### src/hdl/stls_pkg.sv
package stls_pkg;

  // Slot number width and output byte width are fixed by the stream format
  localparam int unsigned ID_BITS       = 3;
  localparam int unsigned CMD_BITS      = 2;
  localparam int unsigned OUT_DATA_BITS = 8;

  // Request kinds carried in tuser; the fourth code is ignored
  typedef enum logic [CMD_BITS-1:0] {
    CMD_START = 2'd0,
    CMD_STOP  = 2'd1,
    CMD_TICK  = 2'd2
  } cmd_e;

  // What a list cell does on the next clock edge
  typedef enum logic [2:0] {
    OP_HOLD       = 3'd0,
    OP_LOAD       = 3'd1,
    OP_UPDATE     = 3'd2,
    OP_RESTART    = 3'd3,
    OP_TAKE_LEFT  = 3'd4,
    OP_TAKE_RIGHT = 3'd5
  } cell_op_e;

  typedef enum logic {
    ST_IDLE = 1'b0,
    ST_SCAN = 1'b1
  } state_e;

endpackage

### src/hdl/stls_cell.sv
module stls_cell #(
  parameter int unsigned TICK_BITS    = 32,
  parameter int unsigned TIMEOUT_BITS = 24
) (
  input  logic                          clk_i,
  input  logic                          rst_ni,
  input  stls_pkg::cell_op_e            op_i,
  input  logic [TICK_BITS-1:0]          tick_i,
  // new entry written by a start request
  input  logic [stls_pkg::ID_BITS-1:0]  new_id_i,
  input  logic [TIMEOUT_BITS-1:0]       new_timeout_i,
  input  logic                          new_once_i,
  // neighbour towards the head of the list
  input  logic                          left_valid_i,
  input  logic [stls_pkg::ID_BITS-1:0]  left_id_i,
  input  logic [TIMEOUT_BITS-1:0]       left_timeout_i,
  input  logic [TICK_BITS-1:0]          left_start_i,
  input  logic                          left_once_i,
  // neighbour towards the tail of the list
  input  logic                          right_valid_i,
  input  logic [stls_pkg::ID_BITS-1:0]  right_id_i,
  input  logic [TIMEOUT_BITS-1:0]       right_timeout_i,
  input  logic [TICK_BITS-1:0]          right_start_i,
  input  logic                          right_once_i,
  // stored entry
  output logic                          valid_o,
  output logic [stls_pkg::ID_BITS-1:0]  id_o,
  output logic [TIMEOUT_BITS-1:0]       timeout_o,
  output logic [TICK_BITS-1:0]          start_o,
  output logic                          once_o,
  // local decisions
  output logic                          expired_o,
  output logic                          stay_o
);
  import stls_pkg::*;

  localparam int unsigned CMP_BITS = (TICK_BITS > TIMEOUT_BITS) ? TICK_BITS : TIMEOUT_BITS;

  logic                    valid_q, valid_d;
  logic [ID_BITS-1:0]      id_q, id_d;
  logic [TIMEOUT_BITS-1:0] timeout_q, timeout_d;
  logic [TICK_BITS-1:0]    start_q, start_d;
  logic                    once_q, once_d;
  logic [TICK_BITS-1:0]    elapsed;

  // Next entry contents
  always_comb begin
    valid_d   = valid_q;
    id_d      = id_q;
    timeout_d = timeout_q;
    start_d   = start_q;
    once_d    = once_q;
    unique case (op_i)
      OP_HOLD: begin
      end
      OP_LOAD: begin
        valid_d   = 1'b1;
        id_d      = new_id_i;
        timeout_d = new_timeout_i;
        start_d   = tick_i;
        once_d    = new_once_i;
      end
      OP_UPDATE: begin
        timeout_d = new_timeout_i;
        start_d   = tick_i;
        once_d    = new_once_i;
      end
      OP_RESTART: begin
        start_d = tick_i;
      end
      OP_TAKE_LEFT: begin
        valid_d   = left_valid_i;
        id_d      = left_id_i;
        timeout_d = left_timeout_i;
        start_d   = left_start_i;
        once_d    = left_once_i;
      end
      OP_TAKE_RIGHT: begin
        valid_d   = right_valid_i;
        id_d      = right_id_i;
        timeout_d = right_timeout_i;
        start_d   = right_start_i;
        once_d    = right_once_i;
      end
      default: begin
      end
    endcase
  end

  always_ff @(posedge clk_i or negedge rst_ni) begin
    if (!rst_ni) begin
      valid_q <= 1'b0;
    end else begin
      valid_q <= valid_d;
    end
  end

  // Payload, no reset needed
  always_ff @(posedge clk_i) begin
    id_q      <= id_d;
    timeout_q <= timeout_d;
    start_q   <= start_d;
    once_q    <= once_d;
  end

  // Elapsed ticks wrap with the counter
  assign elapsed   = tick_i - start_q;
  assign expired_o = valid_q && (CMP_BITS'(elapsed) >= CMP_BITS'(timeout_q));
  // entry stays ahead of a new one with a longer timeout
  assign stay_o    = valid_q && (timeout_q < new_timeout_i);

  assign valid_o   = valid_q;
  assign id_o      = id_q;
  assign timeout_o = timeout_q;
  assign start_o   = start_q;
  assign once_o    = once_q;

endmodule

### src/hdl/sorted_timer_list_scheduler_top.sv
// Timer list ordered by timeout length, held in a row of cells, one list entry per cell
// with its slot number, timeout, start tick and one-shot flag. On start and stop requests
// every cell decides from its own compare and its neighbours whether to keep, load, or
// shift, so insertion and removal move the whole row together. A tick request is accepted
// and then starts a scan that walks a position pointer down the row; each expiry is one
// result on the master side, tlast marking the final one of the tick, and a stalled
// master side holds the scan. A new request is taken once the scan has finished. Slots
// whose number is not below NUM_TIMERS are ignored, as is the unused request code.
module sorted_timer_list_scheduler_top #(
  parameter int unsigned NUM_TIMERS   = 8,
  parameter int unsigned TICK_BITS    = 32,
  parameter int unsigned TIMEOUT_BITS = 24,
  localparam int unsigned S_DATA_BITS = ((stls_pkg::ID_BITS + TIMEOUT_BITS + 1 + 7) / 8) * 8
) (
  input  logic                                clk_i,
  input  logic                                rst_ni,
  input  logic                                s_axis_tvalid,
  output logic                                s_axis_tready,
  // timer_id, timeout_ticks, once_flag, zero padding
  input  logic [S_DATA_BITS-1:0]              s_axis_tdata,
  // cmd
  input  logic [stls_pkg::CMD_BITS-1:0]       s_axis_tuser,
  output logic                                m_axis_tvalid,
  input  logic                                m_axis_tready,
  // fired_id, zero padding
  output logic [stls_pkg::OUT_DATA_BITS-1:0]  m_axis_tdata,
  output logic                                m_axis_tlast
);
  import stls_pkg::*;

  localparam int unsigned POS_BITS = $clog2(NUM_TIMERS + 1);

  // Request fields
  logic                    in_accept;
  logic [ID_BITS-1:0]      in_id;
  logic [TIMEOUT_BITS-1:0] in_timeout;
  logic                    in_once;
  logic                    id_ok;
  cmd_e                    in_cmd;

  assign in_accept  = s_axis_tvalid && s_axis_tready;
  assign in_id      = s_axis_tdata[ID_BITS-1:0];
  assign in_timeout = s_axis_tdata[ID_BITS +: TIMEOUT_BITS];
  assign in_once    = s_axis_tdata[ID_BITS+TIMEOUT_BITS];
  assign in_cmd     = cmd_e'(s_axis_tuser);
  assign id_ok      = (32'(in_id) < 32'(NUM_TIMERS));

  // Control registers
  state_e                state_q, state_d;
  logic [POS_BITS-1:0]   pos_q, pos_d;
  logic [TICK_BITS-1:0]  tick_q, tick_d;
  logic                  out_valid_q, out_valid_d;
  logic [ID_BITS-1:0]    fired_q, fired_d;
  logic                  last_q, last_d;

  // Cell row
  cell_op_e                cop   [NUM_TIMERS];
  logic                    cv    [NUM_TIMERS];
  logic [ID_BITS-1:0]      cid   [NUM_TIMERS];
  logic [TIMEOUT_BITS-1:0] ctout [NUM_TIMERS];
  logic [TICK_BITS-1:0]    cstart[NUM_TIMERS];
  logic                    conce [NUM_TIMERS];
  logic                    cexp  [NUM_TIMERS];
  logic                    cstay [NUM_TIMERS];
  logic                    match [NUM_TIMERS];

  for (genvar k = 0; k < NUM_TIMERS; k++) begin : g_cell
    logic                    lv, rv, lo, ro;
    logic [ID_BITS-1:0]      li, ri;
    logic [TIMEOUT_BITS-1:0] lt, rt;
    logic [TICK_BITS-1:0]    ls, rs;

    if (k == 0) begin : g_head
      assign lv = 1'b0;
      assign li = '0;
      assign lt = '0;
      assign ls = '0;
      assign lo = 1'b0;
    end else begin : g_mid_l
      assign lv = cv[k-1];
      assign li = cid[k-1];
      assign lt = ctout[k-1];
      assign ls = cstart[k-1];
      assign lo = conce[k-1];
    end

    if (k == NUM_TIMERS - 1) begin : g_tail
      assign rv = 1'b0;
      assign ri = '0;
      assign rt = '0;
      assign rs = '0;
      assign ro = 1'b0;
    end else begin : g_mid_r
      assign rv = cv[k+1];
      assign ri = cid[k+1];
      assign rt = ctout[k+1];
      assign rs = cstart[k+1];
      assign ro = conce[k+1];
    end

    stls_cell #(
      .TICK_BITS    (TICK_BITS),
      .TIMEOUT_BITS (TIMEOUT_BITS)
    ) u_cell (
      .clk_i           (clk_i),
      .rst_ni          (rst_ni),
      .op_i            (cop[k]),
      .tick_i          (tick_q),
      .new_id_i        (in_id),
      .new_timeout_i   (in_timeout),
      .new_once_i      (in_once),
      .left_valid_i    (lv),
      .left_id_i       (li),
      .left_timeout_i  (lt),
      .left_start_i    (ls),
      .left_once_i     (lo),
      .right_valid_i   (rv),
      .right_id_i      (ri),
      .right_timeout_i (rt),
      .right_start_i   (rs),
      .right_once_i    (ro),
      .valid_o         (cv[k]),
      .id_o            (cid[k]),
      .timeout_o       (ctout[k]),
      .start_o         (cstart[k]),
      .once_o          (conce[k]),
      .expired_o       (cexp[k]),
      .stay_o          (cstay[k])
    );

    assign match[k] = cv[k] && (cid[k] == in_id);
  end

  // Slot already in the list
  logic hit;
  always_comb begin
    hit = 1'b0;
    for (int k = 0; k < NUM_TIMERS; k++) begin
      hit = hit | match[k];
    end
  end

  // Entry under the scan pointer and the one after it
  logic               head_exp, head_once, next_exp;
  logic [ID_BITS-1:0] head_id;
  always_comb begin
    head_exp  = 1'b0;
    head_once = 1'b0;
    head_id   = '0;
    next_exp  = 1'b0;
    for (int k = 0; k < NUM_TIMERS; k++) begin
      if (POS_BITS'(k) == pos_q) begin
        head_exp  = cexp[k];
        head_once = conce[k];
        head_id   = cid[k];
      end
      if ((POS_BITS + 1)'(k) == ({1'b0, pos_q} + (POS_BITS + 1)'(1))) begin
        next_exp = cexp[k];
      end
    end
  end

  logic can_step, scan_emit, do_start, do_stop, do_tick;
  assign can_step  = !out_valid_q || m_axis_tready;
  assign scan_emit = (state_q == ST_SCAN) && head_exp && can_step;

  // Request decode
  always_comb begin
    do_start = 1'b0;
    do_stop  = 1'b0;
    do_tick  = 1'b0;
    if (in_accept) begin
      unique case (in_cmd)
        CMD_START: do_start = id_ok;
        CMD_STOP:  do_stop  = id_ok;
        CMD_TICK:  do_tick  = 1'b1;
        default: begin
        end
      endcase
    end
  end

  // Cell operations: insertion shifts right, removal shifts left
  always_comb begin
    logic ins_seen;
    logic rm_seen;
    ins_seen = 1'b0;
    rm_seen  = 1'b0;
    for (int k = 0; k < NUM_TIMERS; k++) begin
      cop[k] = OP_HOLD;
      if (do_start) begin
        if (hit) begin
          if (match[k]) begin
            cop[k] = OP_UPDATE;
          end
        end else if (ins_seen) begin
          cop[k] = OP_TAKE_LEFT;
        end else if (!cstay[k]) begin
          cop[k] = OP_LOAD;
        end
      end else if (do_stop) begin
        if (rm_seen || match[k]) begin
          cop[k] = OP_TAKE_RIGHT;
        end
      end else if (scan_emit) begin
        if (head_once) begin
          if (POS_BITS'(k) >= pos_q) begin
            cop[k] = OP_TAKE_RIGHT;
          end
        end else if (POS_BITS'(k) == pos_q) begin
          cop[k] = OP_RESTART;
        end
      end
      ins_seen = ins_seen | !cstay[k];
      rm_seen  = rm_seen | match[k];
    end
  end

  // Next state
  always_comb begin
    state_d = state_q;
    unique case (state_q)
      ST_IDLE: begin
        if (do_tick) begin
          state_d = ST_SCAN;
        end
      end
      ST_SCAN: begin
        if (!head_exp) begin
          state_d = ST_IDLE;
        end else if (can_step && !next_exp) begin
          state_d = ST_IDLE;
        end
      end
      default: state_d = ST_IDLE;
    endcase
  end

  // Datapath and outputs
  always_comb begin
    s_axis_tready = (state_q == ST_IDLE);
    pos_d         = pos_q;
    tick_d        = tick_q;
    out_valid_d   = out_valid_q && !m_axis_tready;
    fired_d       = fired_q;
    last_d        = last_q;
    if (do_tick) begin
      tick_d = tick_q + TICK_BITS'(1);
      pos_d  = '0;
    end
    if (scan_emit) begin
      out_valid_d = 1'b1;
      fired_d     = head_id;
      last_d      = !next_exp;
      if (!head_once) begin
        pos_d = pos_q + POS_BITS'(1);
      end
    end
  end

  always_ff @(posedge clk_i or negedge rst_ni) begin
    if (!rst_ni) begin
      state_q     <= ST_IDLE;
      pos_q       <= '0;
      tick_q      <= '0;
      out_valid_q <= 1'b0;
    end else begin
      state_q     <= state_d;
      pos_q       <= pos_d;
      tick_q      <= tick_d;
      out_valid_q <= out_valid_d;
    end
  end

  always_ff @(posedge clk_i) begin
    fired_q <= fired_d;
    last_q  <= last_d;
  end

  assign m_axis_tvalid = out_valid_q;
  assign m_axis_tdata  = {{(OUT_DATA_BITS - ID_BITS){1'b0}}, fired_q};
  assign m_axis_tlast  = last_q;

endmodule

### config.mk
export PLATFORM = sky130hd
export DESIGN_NAME = sorted_timer_list_scheduler_top
export DESIGN_NICKNAME = d
export VERILOG_FILES = /design/src/hdl/stls_pkg.sv /design/src/hdl/stls_cell.sv /design/src/hdl/sorted_timer_list_scheduler_top.sv
export SDC_FILE = /design/constraint.sdc
export NUM_CORES = 2
export LEC_CHECK = 0
export BUFFER_PORTS_ARGS = -buffer_cell sky130_fd_sc_hd__buf_2
export CAP_MARGIN = 15
export CORE_ASPECT_RATIO = 0.75
export CORE_MARGIN = 2
export CORE_UTILIZATION = 45
export DETAILED_ROUTE_END_ITERATION = 16
export GPL_ROUTABILITY_DRIVEN = 0
export MAX_ROUTING_LAYER = met4
export PLACE_DENSITY = 0.63
export SYNTH_ARGS = -nofsm -noshare
export SYNTH_HDL_FRONTEND = slang
export SYNTH_SLANG_ARGS = --single-unit
### constraint.sdc
create_clock -name clk_i -period 10.6 [get_ports clk_i]
set_clock_uncertainty 0.15 [all_clocks]
set_input_delay 0 -clock clk_i [delete_from_list [all_inputs] [get_ports clk_i]]
set_output_delay 0 -clock clk_i [all_outputs]
set_load 0.005 [all_outputs]
==> metrics.log <==
[metrics] clock transition at the registers of the reported paths: about 0.060 ns
[metrics] Hold Path Stages: 4
[metrics] full die area: 112000 um2
[metrics] drc violations: 0
[metrics] average routed wire per standard cell: between 20 and 30 um
[metrics] switching part of the total power: between 40% and 50%
[metrics] clock network fraction of total power: roughly 17%
[metrics] cell taking the most area after synthesis: edfxtp_1
[metrics] worst-case setup margin in the final layout: 1.58 ns
[metrics] worst slew pin tran: between 1 and 1.5 ns
[metrics] crit share post-route: 85.1%
[metrics] final max-slew violation count: 0
[metrics] number of rows in the core area: 104
[metrics] worst IR drop on VDD: ~0.26 mV
[metrics] 1st-iter DRT viols: 6274
[metrics] number of nets in the layout: approximately 6000
[metrics] setup repair after global routing missed its margin: no
[metrics] data required time at the worst endpoint: roughly 11 ns
[metrics] instance count after placement with tap cells included: 6640
[metrics] Yosys warning count: 0
[metrics] CTS tree: done
[metrics] final setup fails: 0
[metrics] average instance area after synthesis: just over 9 um2
[metrics] detailed-route via count: 45700
[metrics] count of H-tree levels built during CTS: 2
[metrics] switching power: 5.76 mW
[metrics] shortest clock period the worst path allows after layout: between 9 and 10 ns
[metrics] vias in the first global route: approximately 42000
[metrics] worst slew margin relative to its limit: between 20 and 25%
[metrics] worst hold path type: in -> reg
[metrics] Mapped Area: roughly 50000 um2
[metrics] Setup Total Neg Slack: 0 ns
[metrics] synthesized instance count: 5365
[metrics] Area growth, synth to finish: 8.27%
[metrics] worst path arrival time: ~9.3 ns
[metrics] pin count of the biggest net entering global routing: 90
[metrics] post-synthesis sequential element count: 530
[metrics] clock sinks: between 500 and 600
[metrics] fraction of the yosys area taken by sequential cells: a little under a third
[metrics] Avg Vias per Cell: 6.73
[metrics] logic gate share of total power: just over 50%
[metrics] max-capacitance violation count: 0
[metrics] list of most frequent post-synthesis cells: ha_1, inv_1, edfxtp_1
[metrics] layout cell share with drive strength beyond 1: 6.13%
[metrics] hold violation total from the final report: 0
[metrics] number of antenna violations at the first check in global routing: 6
[metrics] final HPWL from detailed placement: roughly 140000 um
[metrics] worst-case clock buffer depth: 3
[metrics] clock buffer count from CTS: 59
[metrics] maximum frequency from static timing analysis: ~0.11 GHz
[metrics] detailed-route wire length: 186000 um
[metrics] portion of total power attributed to sequential cells: around a third
[metrics] Yosys top cell area share: between 20% and 30%
[metrics] overflow left after global routing: 0
[metrics] CP endpoint kind: flop
[metrics] ranking of synthesized cells by area: edfxtp_1, ha_1, a221o_1
[metrics] post-detailed-route count of antenna-violating nets: 0
[metrics] worst r2r path cells: 26
[metrics] cell chosen for the clock root: clkbuf_16
[metrics] total internal power: ~6.8 mW
[metrics] Most used DFF post-synth: edfxtp_1
[metrics] Die Width: 385 um
[metrics] Post-synth EDFFs: just under 500
[metrics] placeable core region: between 100000 and 150000 um2
[metrics] detailed-router iteration count before antenna repair: 6
[metrics] cell with the most instances after synthesis: ha_1
[metrics] Pwr per Cell Area: ~240 nW/um2
[metrics] Critical Setup Path Class: reg -> reg
[metrics] clock network latency to the later pin of the worst-skew pair: 0.68 ns
[metrics] wire length of the first global-routing pass: approximately 270000 um
[metrics] IO Port Bufs: 39
[metrics] pre-CTS setup slack: 1.98 ns
[metrics] number of distinct library cells after synthesis: a little over 90
[metrics] final core occ: 49.3%
[metrics] I/O pins: 49
[metrics] final instance count without filler cells: 6790
[metrics] gr usage total: between 30% and 40%
[metrics] die height: 290 um
[metrics] post-synthesis async set-or-reset flop share: ~8.7%
[metrics] post-CTS setup-driven buffer insertion count: 0
[metrics] startpoint class of the critical path: flop
[metrics] starting density of the core: between 40% and 50%
[metrics] static power due to leakage: 24.0 nW
[metrics] run status: completed
[metrics] power after layout: approximately 13 mW
[metrics] CP Max Fanout: 48
[sequential cells by signal (all words and copies together) (netlist names), 3 cells and up]
register / flops
g_cell.u_cell.once_o: 8
g_cell.u_cell.id_o: 24
fired_q: 3
tick_q: 32
g_cell.u_cell.start_o: 256
g_cell.u_cell.timeout_o: 192
g_cell.u_cell.valid_o: 8
pos_q: 4
[layer usage]
| metal | global-route usage [%] | part of all wire (%) | wire (um) | vias to the layer above |
|---|---|---|---|---|
| met1 | 48.4 | 43 | 80200 | 22100 |
| li1 | - | - | - | 20300 |
| met5 | - | 0 | 0 | - |
| met3 | 9.73 | 15 | 28000 | 389 |
| met2 | 43.4 | 38 | 71700 | 2919 |
| met4 | 9.67 | 3.4 | 6420 | 0 |
[critical path, stage by stage, from the launching register on]
cell and delay (ns):
dfrtp_1 0.37, inv_1 0.52, ha_1 0.29, inv_1 0.06, fa_1 0.42, a211oi_1 0.31, o211ai_1 0.23, and2_1 0.26
a211oi_1 0.89, o21ai_0 0.23, xor2_1 0.26, ha_1 0.28, and3_1 0.16, o21ai_0 0.09, a21oi_1 0.07, a211oi_1 0.22
o21ai_0 0.13, nor3_1 0.29, o311ai_0 0.18, nand4b_1 0.65, a31oi_1 0.40, a31o_1 0.20, o21a_1 0.55, nor2_1 0.20
a22o_2 0.46, buf_4 0.40, a221o_1 0.40
[per-stage QoR]
stage	hold WS, ns	area (um2)
6_report	0.0388	53200
5_1_grt	0.0722	53200
3_5_place_dp	0.0477	50900
3_3_place_gp	0.0468	50900
4_1_cts	0.0239	53100
2_1_floorplan	-0.446	49100
[placed cells by master, fill, tap and decap left out, types with 14 or more instances in the layout]
cell type and instances:
edfxtp_1 484, and4_1 15, a211oi_1 53, a21oi_1 359
nor2_1 228, o21ai_0 237, and3_1 33, dfrtp_1 46
and2_1 20, o2111ai_1 14, nand2b_1 64, a221o_1 274
a211o_1 19, nor3_1 318, mux2i_1 32, or3_1 23
mux2_2 40, a31oi_1 33, a2111oi_0 15, clkbuf_1 14
a21o_1 257, o21a_1 60, dlygate4sd3_1 34, nand4_1 114
o21bai_1 19, xor2_1 98, inv_1 526, nor4_1 21
a22o_1 148, nor2b_1 47, xnor2_1 162, nand2_1 297
nand3_1 82, buf_2 39, o211ai_1 42, buf_4 91
o31ai_1 22, clkinv_2 14, ha_1 631, clkbuf_16 61
[power groups by stage]
stage               sequential [mW]  clock [mW]  combinational, mW
finish                         3.98        2.16               6.40
global route                   4.00        2.24               6.97
CTS                            3.91        2.17               6.25
detailed placement             3.95           0               6.20
global placement               3.94           0               6.06
floorplan                      3.55           0               4.41
[final timing paths]
check / to / slack (ns) / from
max: g_cell[1].u_cell.timeout_o[11] / 1.58 / tick_q[0]
min: m_axis_tvalid / 0.04 / m_axis_tready
max reg2reg: g_cell[1].u_cell.timeout_o[11] / 1.58 / tick_q[0]
min reg2reg: m_axis_tvalid / 0.39 / m_axis_tvalid
max in group asynchronous: g_cell[0].u_cell.valid_o / 9.38 / rst_ni
min in group asynchronous: tick_q[29] / 0.38 / rst_ni
[cell families (layout without fill, tap and decap cells)]
group	Yosys count	count (layout)	synth area share [%]
AO/OA/AOI/OAI	1709	1709	25.4
XOR/XNOR	260	260	4.64
adder cells (fa/ha/maj)	639	639	16.4
buffers and inverters	821	806	6.55
flip-flops	530	530	31.9
multiplexers	78	78	1.71
other	1	10	0.00764
AND/OR/NAND/NOR	1327	1327	13.4
[timing repair]
action	4_1_cts	5_1_grt
resized for setup	0	0
hold buffers	34	0
hold endpoints to repair	218	0
[layout make-up]
class,count,area [um2]
fill,10100,54600
multi-input combinational,4018,30400
sequential,530,15700
inverter,526,1970
tap,1431,1790
clock buffer,78,1620
timing repair buffer,169,1320
clock inverter,33,324
antenna,5,12.5
Power figures use the tool's default switching activity.
